===== config.mk =====
export PLATFORM = sky130hd
export DESIGN_NAME = cpu_load_window_meter_core
export DESIGN_NICKNAME = d
export VERILOG_FILES = /design/src/sv/clwm_pkg.sv /design/src/sv/clwm_divider.sv /design/src/sv/cpu_load_window_meter_core.sv
export VERILOG_INCLUDE_DIRS = /design/src /design/src/sv
export SDC_FILE = /design/constraint.sdc
export NUM_CORES = 2
export LEC_CHECK = 0
export ABC_CLOCK_PERIOD_IN_PS = 6800
export BUFFER_PORTS_ARGS = -buffer_cell sky130_fd_sc_hd__buf_4
export CAP_MARGIN = 20
export CORE_MARGIN = 3
export CORE_UTILIZATION = 50
export DETAILED_ROUTE_END_ITERATION = 6
export PLACE_DENSITY = 0.69
export SETUP_SLACK_MARGIN = 0.15
export SLEW_MARGIN = 20
export SYNTH_ARGS = -nofsm -noshare
export SYNTH_HDL_FRONTEND = slang
export SYNTH_SLANG_ARGS = --single-unit

===== constraint.sdc =====
create_clock -name clk -period 6.8 [get_ports clk]
set_clock_uncertainty 0.1 [all_clocks]
set_input_delay 0.34 -clock clk [delete_from_list [all_inputs] [get_ports clk]]
set_output_delay 0.34 -clock clk [all_outputs]
set_load 0.03 [all_outputs]

===== src/sv/cpu_load_window_meter_core_defines.svh =====
// Assertion macros shared by the load meter RTL.
`ifndef CPU_LOAD_WINDOW_METER_CORE_DEFINES_SVH
`define CPU_LOAD_WINDOW_METER_CORE_DEFINES_SVH

// Same-cycle implication, checked at every clk edge outside reset.
`define CLWM_ASSERT_NOW(label, cond, cons) \
  label: assert property (@(posedge clk) disable iff (rst) (cond) |-> (cons)) \
    else $error("clwm same-cycle check failed");

// Next-cycle implication.
`define CLWM_ASSERT_NEXT(label, cond, cons) \
  label: assert property (@(posedge clk) disable iff (rst) (cond) |=> (cons)) \
    else $error("clwm next-cycle check failed");

`endif


===== src/sv/clwm_pkg.sv =====
// ----------------------------------------------------------------------------
// clwm_pkg
// Types and constants of the CPU load window meter.
// ----------------------------------------------------------------------------
`timescale 1ns / 1ps
`default_nettype none

package clwm_pkg;

  localparam int CNT_BITS   = 32;
  localparam int TENTHS_W   = 10;
  localparam int THOU_W     = 17;
  localparam int PCT_W      = 7;
  localparam int SCALE_W    = 17;
  localparam int PROD_W     = CNT_BITS + SCALE_W;
  localparam int NUM_W      = PROD_W + 1;
  localparam int STEP_CNT_W = $clog2(NUM_W);

  localparam logic [CNT_BITS-1:0] WINDOW_RESET = 32'd1000000;
  localparam logic [SCALE_W-1:0]  SCALE_TENTHS = 17'd1000;
  localparam logic [SCALE_W-1:0]  SCALE_THOU   = 17'd100000;

  // (x + 5) / 10 as (x + 5) * 205 >> 11, exact below 1029
  localparam int             PCT_ROUND = 5;
  localparam logic [7:0]     PCT_RECIP = 8'd205;
  localparam int             PCT_SHIFT = 11;
  localparam int             PCT_SUM_W = TENTHS_W + 1;
  localparam int             PCT_MUL_W = PCT_SUM_W + 8;

  typedef enum logic [2:0] {
    ST_IDLE,
    ST_ACCUM,
    ST_CHECK,
    ST_PREP,
    ST_DIV_T,
    ST_DIV_K,
    ST_DONE
  } clwm_state_t;

  typedef enum logic [2:0] {
    DV_IDLE,
    DV_MUL,
    DV_ADD,
    DV_STEP,
    DV_DONE
  } div_state_t;

  typedef struct packed {
    logic busy;
    logic done;
  } div_stat_t;

endpackage

`default_nettype wire


===== src/sv/clwm_divider.sv =====
// ----------------------------------------------------------------------------
// clwm_divider
// Rounded share unit: (dividend * scale + divisor / 2) / divisor, one
// quotient bit per cycle. Caller guarantees dividend < divisor.
// ----------------------------------------------------------------------------
`timescale 1ns / 1ps
`default_nettype none

module clwm_divider (
  input  wire logic                           clk,
  input  wire logic                           rst,
  input  wire logic                           start,
  input  wire logic [clwm_pkg::CNT_BITS-1:0]  dividend,
  input  wire logic [clwm_pkg::CNT_BITS-1:0]  divisor,
  input  wire logic [clwm_pkg::SCALE_W-1:0]   scale,
  output logic      [clwm_pkg::SCALE_W-1:0]   quotient,
  output clwm_pkg::div_stat_t                 stat
);
  import clwm_pkg::*;

  div_state_t state, state_next;

  logic [PROD_W-1:0]     product;
  logic [NUM_W-1:0]      num;
  logic [CNT_BITS-1:0]   rem;
  logic [STEP_CNT_W-1:0] count;
  logic [CNT_BITS:0]     trial;
  logic                  fits;

  assign trial = {rem, num[NUM_W-1]};
  assign fits  = trial >= {1'b0, divisor};

  always_comb begin
    state_next = state;
    unique case (state)
      DV_IDLE: if (start) state_next = DV_MUL;
      DV_MUL:  state_next = DV_ADD;
      DV_ADD:  state_next = DV_STEP;
      DV_STEP: if (count == '0) state_next = DV_DONE;
      DV_DONE: state_next = start ? DV_MUL : DV_IDLE;
      default: state_next = DV_IDLE;
    endcase
  end

  always_comb begin
    stat.busy = (state != DV_IDLE) && (state != DV_DONE);
    stat.done = (state == DV_DONE);
  end

  always_ff @(posedge clk) begin
    if (rst) begin
      state <= DV_IDLE;
    end else begin
      state <= state_next;
    end
  end

  always_ff @(posedge clk) begin
    case (state)
      DV_MUL: begin
        product <= PROD_W'(dividend * scale);
      end
      DV_ADD: begin
        // add half the divisor for round-to-nearest
        num      <= NUM_W'(product) + NUM_W'(divisor >> 1);
        rem      <= '0;
        quotient <= '0;
        count    <= STEP_CNT_W'(NUM_W - 1);
      end
      DV_STEP: begin
        num      <= num << 1;
        count    <= count - 1'b1;
        quotient <= {quotient[SCALE_W-2:0], fits};
        if (fits) begin
          rem <= CNT_BITS'(trial - {1'b0, divisor});
        end else begin
          rem <= trial[CNT_BITS-1:0];
        end
      end
      default: begin
      end
    endcase
  end

endmodule

`default_nettype wire


===== src/sv/cpu_load_window_meter_core.sv =====
// ----------------------------------------------------------------------------
// cpu_load_window_meter_core
// Measures busy share per window from event stamps and the idle flag.
// ----------------------------------------------------------------------------
// Channel   Direction  Handshake              Payload
// in        sink       in_valid / in_ready    time_stamp, idle_now
// out       source     out_valid / out_ready  load_tenths, load_thousandths,
//                                             load_percent, window_closed
// cfg       sink       cfg_wr_en              cfg_wr_data
//
// An event that closes no window passes the accumulate and check states to
// the output register; the first event after reset goes straight to done.
// A window that is empty or saturates skips the divider; any other closed
// window runs the two 50-step restoring divisions of the shared divider.
// Reset clears the counters, the stored loads and the handshake state.
// A result waits in the output register; in_ready returns while it waits,
// and a following result holds in the done state until the register frees.
// ----------------------------------------------------------------------------
`timescale 1ns / 1ps
`default_nettype none

`include "cpu_load_window_meter_core_defines.svh"

module cpu_load_window_meter_core #(
  parameter int STAMP_BITS = 32
) (
  input  wire logic                            clk,
  input  wire logic                            rst,
  input  wire logic                            cfg_wr_en,
  input  wire logic [clwm_pkg::CNT_BITS-1:0]   cfg_wr_data,
  input  wire logic                            in_valid,
  output logic                                 in_ready,
  input  wire logic [STAMP_BITS-1:0]           time_stamp,
  input  wire logic                            idle_now,
  output logic                                 out_valid,
  input  wire logic                            out_ready,
  output logic      [clwm_pkg::TENTHS_W-1:0]   load_tenths,
  output logic      [clwm_pkg::THOU_W-1:0]     load_thousandths,
  output logic      [clwm_pkg::PCT_W-1:0]      load_percent,
  output logic                                 window_closed
);
  import clwm_pkg::*;

  clwm_state_t state, state_next;

  logic [CNT_BITS-1:0]   window_length_clocks;
  logic [CNT_BITS-1:0]   window_count;
  logic [CNT_BITS-1:0]   idle_count;
  logic [STAMP_BITS-1:0] last_stamp;
  logic                  last_was_idle;
  logic                  stamp_seen;
  logic [TENTHS_W-1:0]   stored_tenths;
  logic [THOU_W-1:0]     stored_thousandths;

  logic [CNT_BITS-1:0]   elapsed;
  logic                  add_idle;
  logic                  closed;
  logic [CNT_BITS-1:0]   busy_clocks;
  logic [CNT_BITS-1:0]   win_clocks;

  logic [STAMP_BITS-1:0] stamp_diff;
  logic                  in_beat;
  logic                  out_free;
  logic                  window_full;
  logic                  div_start;
  logic [SCALE_W-1:0]    div_scale;
  logic [SCALE_W-1:0]    div_quotient;
  div_stat_t             div_stat;
  logic [PCT_MUL_W-1:0]  pct_product;

  assign stamp_diff  = time_stamp - last_stamp;
  assign in_beat     = in_valid && in_ready;
  assign out_free    = !out_valid || out_ready;
  assign window_full = window_count >= window_length_clocks;
  assign pct_product = PCT_MUL_W'(PCT_SUM_W'(stored_tenths) + PCT_SUM_W'(PCT_ROUND))
                       * PCT_MUL_W'(PCT_RECIP);

  clwm_divider u_divider (
    .clk      (clk),
    .rst      (rst),
    .start    (div_start),
    .dividend (busy_clocks),
    .divisor  (win_clocks),
    .scale    (div_scale),
    .quotient (div_quotient),
    .stat     (div_stat)
  );

  // next state
  always_comb begin
    state_next = state;
    unique case (state)
      ST_IDLE: begin
        if (in_beat) state_next = stamp_seen ? ST_ACCUM : ST_DONE;
      end
      ST_ACCUM: state_next = ST_CHECK;
      ST_CHECK: state_next = window_full ? ST_PREP : ST_DONE;
      ST_PREP: begin
        if (win_clocks == '0 || busy_clocks >= win_clocks) begin
          state_next = ST_DONE;
        end else begin
          state_next = ST_DIV_T;
        end
      end
      ST_DIV_T: if (div_stat.done) state_next = ST_DIV_K;
      ST_DIV_K: if (div_stat.done) state_next = ST_DONE;
      ST_DONE:  if (out_free) state_next = ST_IDLE;
      default:  state_next = ST_IDLE;
    endcase
  end

  // outputs of the sequencer
  always_comb begin
    in_ready  = (state == ST_IDLE);
    div_start = 1'b0;
    div_scale = (state == ST_DIV_K) ? SCALE_THOU : SCALE_TENTHS;
    unique case (state)
      ST_PREP:  div_start = (win_clocks != '0) && (busy_clocks < win_clocks);
      ST_DIV_T: div_start = div_stat.done;
      default:  div_start = 1'b0;
    endcase
  end

  always_ff @(posedge clk) begin
    if (rst) begin
      state                <= ST_IDLE;
      window_length_clocks <= WINDOW_RESET;
      window_count         <= '0;
      idle_count           <= '0;
      last_stamp           <= '0;
      last_was_idle        <= 1'b0;
      stamp_seen           <= 1'b0;
      stored_tenths        <= '0;
      stored_thousandths   <= '0;
      out_valid            <= 1'b0;
    end else begin
      state <= state_next;
      if (cfg_wr_en) window_length_clocks <= cfg_wr_data;

      case (state)
        ST_IDLE: begin
          if (in_beat) begin
            stamp_seen    <= 1'b1;
            last_stamp    <= time_stamp;
            last_was_idle <= idle_now;
          end
        end
        ST_ACCUM: begin
          window_count <= window_count + elapsed;
          if (add_idle) idle_count <= idle_count + elapsed;
        end
        ST_CHECK: begin
          if (window_full) begin
            window_count <= '0;
            idle_count   <= '0;
          end
        end
        ST_PREP: begin
          if (win_clocks == '0) begin
            stored_tenths      <= '0;
            stored_thousandths <= '0;
          end else if (busy_clocks >= win_clocks) begin
            // share at or above one: saturate
            stored_tenths      <= TENTHS_W'(SCALE_TENTHS);
            stored_thousandths <= THOU_W'(SCALE_THOU);
          end
        end
        ST_DIV_T: if (div_stat.done) stored_tenths <= TENTHS_W'(div_quotient);
        ST_DIV_K: if (div_stat.done) stored_thousandths <= THOU_W'(div_quotient);
        default: begin
        end
      endcase

      if (state == ST_DONE && out_free) begin
        out_valid <= 1'b1;
      end else if (out_ready) begin
        out_valid <= 1'b0;
      end
    end
  end

  // datapath registers, no reset
  always_ff @(posedge clk) begin
    if (in_beat) begin
      elapsed  <= CNT_BITS'(stamp_diff);
      add_idle <= last_was_idle;
      closed   <= 1'b0;
    end
    if (state == ST_CHECK && window_full) begin
      busy_clocks <= window_count - idle_count;
      win_clocks  <= window_count;
      closed      <= 1'b1;
    end
    if (state == ST_DONE && out_free) begin
      load_tenths      <= stored_tenths;
      load_thousandths <= stored_thousandths;
      load_percent     <= PCT_W'(pct_product >> PCT_SHIFT);
      window_closed    <= closed;
    end
  end

  `CLWM_ASSERT_NEXT(a_busy_after_beat, in_beat, !in_ready)
  `CLWM_ASSERT_NOW(a_div_done_in_div, div_stat.done, (state == ST_DIV_T) || (state == ST_DIV_K))
  `CLWM_ASSERT_NEXT(a_clear_on_close, (state == ST_CHECK) && window_full,
                    (window_count == '0) && (idle_count == '0))
  `CLWM_ASSERT_NOW(a_load_range, out_valid,
                   (load_tenths <= 10'd1000) && (load_thousandths <= 17'd100000))

endmodule

`default_nettype wire

; Word level (Yosys, flattened, before mapping)
; Index checks and enable logic that the tools add are counted.
[op_classes]
n_eq_ne = 19
muxes = 33
multipliers = 2
n_lt_le_gt_ge = 4
reduce_logical = 24
add_sub_neg = 8
[op_table]
columns = operator, n
row1 = $pmux 32 s2, 3
row2 = $pmux 50 s2, 1
row3 = $mux 32, 3
row4 = $sub 32x32->32, 3
row5 = $mux 17, 4
row6 = $pmux 17 s2, 2
row7 = $add 32x32->32, 2
row8 = $ge 32x32->1, 2
row9 = $add 49x31->50, 1
row10 = $mul 32x17->49, 1
row11 = $ge 33x32->1, 1
row12 = $logic_not 32->1, 1
row13 = $lt 32x32->1, 1
row14 = $reduce_bool 32->1, 1
row15 = $mux 10, 3
row16 = $mux 3, 8
row17 = $pmux 3 s7, 1
row18 = $pmux 10 s2, 1
row19 = $mul 11x8->18 const B, 1
row20 = $pmux 3 s5, 1
row21 = $eq 3x2->1 const B, 4
row22 = $eq 3x3->1 const B, 4
row23 = $pmux 6 s2, 1
row24 = $add 10x3->11 const B, 1
row25 = other kinds (17), 39
[word_totals]
ff_bits = 451
input_bits = 70

; Longest topological paths before layout
[logic_depth]
depth_word = 5
mapped_depth = 27
mapped_depth_nobuf = 26

; By module
; From an unflattened synthesis, not the netlist that was laid out.
[unflattened]
cells_unflattened = 5025
hier_area_um2 = 45931.6
[modules_own_cells]
columns = module, area_each_um2, cells_per_inst, n_inst
row1 = clwm_divider, 26634.3, 2934, 1
row2 = cpu_load_window_meter_core, 19297.3, 2091, 1

; Worst setup path after synthesis
; No wires, ideal clock.
[synth_timing]
kind = reg-to-reg
start = reg state[1]
end = reg u_divider.product[45], data pin
setup_time_ns = 0.260
path_buffers = 2
path_stages_with_launch = 24
t_arrival_ns = 6.227
path_slack_ns = 0.213
synth_period_minus_slack_ns = 6.587
required_time_ns = 6.440
cell_sequence = dfxtp_1 > clkbuf_1 > nor2_1 > nand2_1 > clkbuf_1 > nand2_1 > fa_1 > fa_1 > inv_1 > fa_1 > fa_1 > fa_1 > ha_1 > ha_1 > a21o_1 > a21oi_1 > o21ai_0 > a211oi_1 > a2bb2oi_2 > o221ai_2 > o41ai_4 > o21ai_1 > or2_2 > xor2_1
[synth_between]
elab_chain_len = 3
[synth_lines]
columns = element, line
row1 = from (decl), cpu_load_window_meter_core.sv:44  ; clwm_state_t state, state_next;
row2 = from (signal assigned), cpu_load_window_meter_core.sv:137  ; state <= state_next;
row3 = $eq 3x3->1, cpu_load_window_meter_core.sv:116  ; div_scale = (state == ST_DIV_K) ? SCALE_THOU : SCALE_TENTHS;
row4 = $mux 17, cpu_load_window_meter_core.sv:116
row5 = $mul 32x17->49, clwm_divider.sv:61  ; product <= PROD_W'(dividend * scale);
row6 = to (signal assigned), clwm_divider.sv:61
row7 = to (decl), clwm_divider.sv:23  ; logic [PROD_W-1:0] product;
; No other way between the ends.
; A chain may end at the register's enable or synchronous reset.

; Worst setup path in the final report
[layout_timing]
start = reg state[0]
end = reg u_divider.product[45], data pin
; Same word-level chain as after synthesis.

==> run metrics <==
hold wc startpoint=cfg_wr_en; net load switching power=0.0110 W; crit start category=register; mapped cell area=37800 um^2; largest net degree at the start of global routing=93; HP Class=primary input to register; Slew Limit Fails=0; Sink Count=448; Sequential Power Share=19.2%; RSZ-0062 raised after global routing=false; post-synthesis register bit count=448; CP Capture Type=register; reg-to-reg startpoint=state[0]; final setup TNS=0 ns; number of flops mapped to enable cells by yosys=283; Slew @ Worst Pin=1.04 ns; most frequent cells in the layout=ha_1 (513), inv_1 (385), nand2_1 (310); Clk pwr share=11.4%; die height=281 um; die area=78900 um^2; ANT nets after route=0; layout cells sized above 1=8.50%; Worst-path clk slew=0.06 ns; initial antenna violation count=1; num ports=107; Top FF cell, synth=edfxtp_1; Layout area overhead=12.4%; hold depth=2; Worst EP arrival=6.65 ns; Netlist cell types=102; initial drt markers=1791; sw frac=44.9%; Pint=0.0135 W; Worst Path Max Fanout=13; Pleak=19.2 nW; Yosys warning count=0; CTS tree=done; status=finished, final reports clean; Finished Layout Cells=5087; Final Core Density=56.9%; Rel. slew slack=30.4%; nets@finish=4867; crit-path max cell delay=0.59 ns; Tcrit/Tclk final=94.4%; GR Util All Layers=22.9%; final hold vios=0; Routed WL=90700 um; vias per cell=5.59; via count=28400; Initial Utilization=50.6%; Buffers on Ports=106; Seq/Total Area, Yosys=31.3%; Fmax=156 MHz; Root Driver=clkbuf_16; vias in the first global route=27900; max-cap viol count=0; average cell area after synthesis=9.68 um^2; total power per unit cell area=578 nW/um^2; Die X=281 um; Global Route met1 Usage=32.0%; Core Rows=100; GR Util met3=2.92%; Post-DP HPWL=71200 um; drt first pass iters=7; flop-to-flop setup slack=0.38 ns; Gate power share=69.4%; Slowest-stage cell, CP=fa_2; clock buffer count from CTS=53; ant diodes=0; htree depth=2; final setup violation count=0; first-pass GRT wire length=145000 um; Tmin final=6.42 ns; Avg WL per Cell=17.8 um; ys async rst share=0%; RR Endpoint=u_divider.product[45]; commonest non-fill, non-tap cell in the layout=ha_1; gpl congestion=0.927; syn nets=4695; worst vdd ir=0.000715 V; placed cells=4914; Mapped Cells=3902; most used routing layer=met2; Clk Latency, worst-skew pair=0.63 ns; number of remaining DRC errors=0; M2 GR Usage=37.4%; hold endpoint=window_length_clocks[14]; critical path type=register to register; reg2reg path depth=25; total core area=74600 um^2; maximum clock insertion buffer count=3; Fill cells=6502; total grt overflow=0; Worst Path Required=7.03 ns
worst max-delay path by stage:
stage / startpoint / to / slack, ns / cells past startpoint
5_1_grt: state[0] / u_divider.product[45] / 0.09 / 25
3_5_place_dp: state[0] / u_divider.product[45] / 0.1 / 24
2_1_floorplan: state[1] / u_divider.product[45] / 0.21 / 23
3_3_place_gp: state[0] / u_divider.product[48] / 0.21 / 24
4_1_cts: state[0] / u_divider.product[45] / 0.15 / 24
6_report: state[0] / u_divider.product[45] / 0.38 / 25
cells in the mapped netlist (8+ instances only):
library cell	n	area, um^2
o21a_1	33	248
nor3_1	50	250
a21oi_1	313	1570
nor2b_1	37	231
xor2_1	77	674
o21ai_1	21	105
or3_1	14	87.6
and2_1	32	200
nand2_1	316	1190
and4_1	10	87.6
a22oi_1	17	128
a22o_1	20	175
clkbuf_1	83	312
o22ai_1	9	56.3
nand3_1	91	455
nand2b_1	23	144
a211oi_1	21	158
o31ai_1	12	90.1
a21o_1	128	961
nand4_1	39	244
o211ai_1	17	128
dfxtp_1	165	3300
and3_1	54	338
a31oi_1	27	169
a211o_1	12	105
o21bai_1	27	203
inv_1	385	1450
mux2i_1	48	480
nor2_1	294	1100
or2_2	22	138
xnor2_1	173	1520
buf_2	8	40.0
nor3b_1	10	75.1
ha_1	523	6540
o21ai_0	137	686
fa_1	200	4000
edfxtp_1	283	8500
buf_1	9	33.8
nor4_1	15	93.8
what timing repair did:
action,in CTS,in global routing
pin swaps,2,17
cloned,0,1
setup buffers,0,4
hold buffers,69,0
endpoints found under the setup margin,6,15
hold endpoints to repair,81,0
resized for setup,3,49
power groups by stage:
stage / clock network (W) / logic (W) / registers (W)
after floorplan: 0 / 0.0125 / 0.00463
after global placement: 0 / 0.0153 / 0.00473
after detailed placement: 0 / 0.0155 / 0.00474
after CTS: 0.00286 / 0.0157 / 0.00469
after global routing: 0.00296 / 0.0193 / 0.00475
final: 0.00280 / 0.0170 / 0.00470
metal layers:
metal / wire length [um] / part of all wire [%]
met5: 9 / 0.0099
met4: 2610 / 2.9
met3: 4360 / 4.8
met2: 41800 / 46
met1: 41900 / 46
state kept, by name, summed over array words and instances, names as in the netlist, 3 cells and up:
signal / flops
u_divider.num: 50
u_divider.product: 46
busy_clocks: 32
elapsed: 32
idle_count: 32
last_stamp: 32
u_divider.rem: 32
win_clocks: 32
window_count: 32
window_length_clocks: 32
load_thousandths: 17
stored_thousandths: 17
u_divider.quotient: 17
load_tenths: 10
stored_tenths: 10
load_percent: 7
u_divider.count: 6
state: 3
u_divider.state: 3
logic make-up (layout without fill, tap and decap cells):
| logic type | count (synthesis) | after routing | share of synthesized area, % |
|---|---|---|---|
| mux | 51 | 51 | 1.36 |
| buf+inv | 491 | 707 | 5.00 |
| flops | 448 | 448 | 31.3 |
| simple gates | 1038 | 1038 | 13.0 |
| compound gates | 901 | 901 | 15.6 |
| fa+ha+maj | 723 | 723 | 27.9 |
| xor+xnor | 250 | 250 | 5.80 |
metrics by stage:
stage | power [W] | setup slack, ns | area [um^2] | hold slack, ns
finish | 0.0245 | 0.379 | 42400 | 0.204
global route | 0.0270 | 0.0911 | 42400 | 0.217
CTS | 0.0233 | 0.154 | 42100 | 0.185
detailed placement | 0.0202 | 0.0961 | 39700 | 0.318
global placement | 0.0200 | 0.207 | 39700 | 0.312
floorplan | 0.0171 | 0.213 | 37800 | 0.308
critical path, delay by kind of cell, from the launching register on:
| family | cells | cell delay (ns) |
|---|---|---|
| XOR/XNOR | 2 | 0.30 |
| AO/OA/AOI/OAI | 6 | 1.22 |
| adder cells (fa/ha/maj) | 7 | 2.58 |
| AND/OR/NAND/NOR | 6 | 1.26 |
| buffers and inverters | 4 | 0.30 |
| flip-flops | 1 | 0.33 |
area by class of cell:
type	count	area, um^2	area share, %
clock buffers	62	1360	3.20
clock inverters	37	354	0.834
inverters	387	1450	3.42
multi-input cells	2963	24400	57.4
flip-flops and latches	448	11800	27.8
well taps	969	1210	2.86
repair buffers	221	1880	4.43
Note: power is estimated with default switching activity, not from simulation.
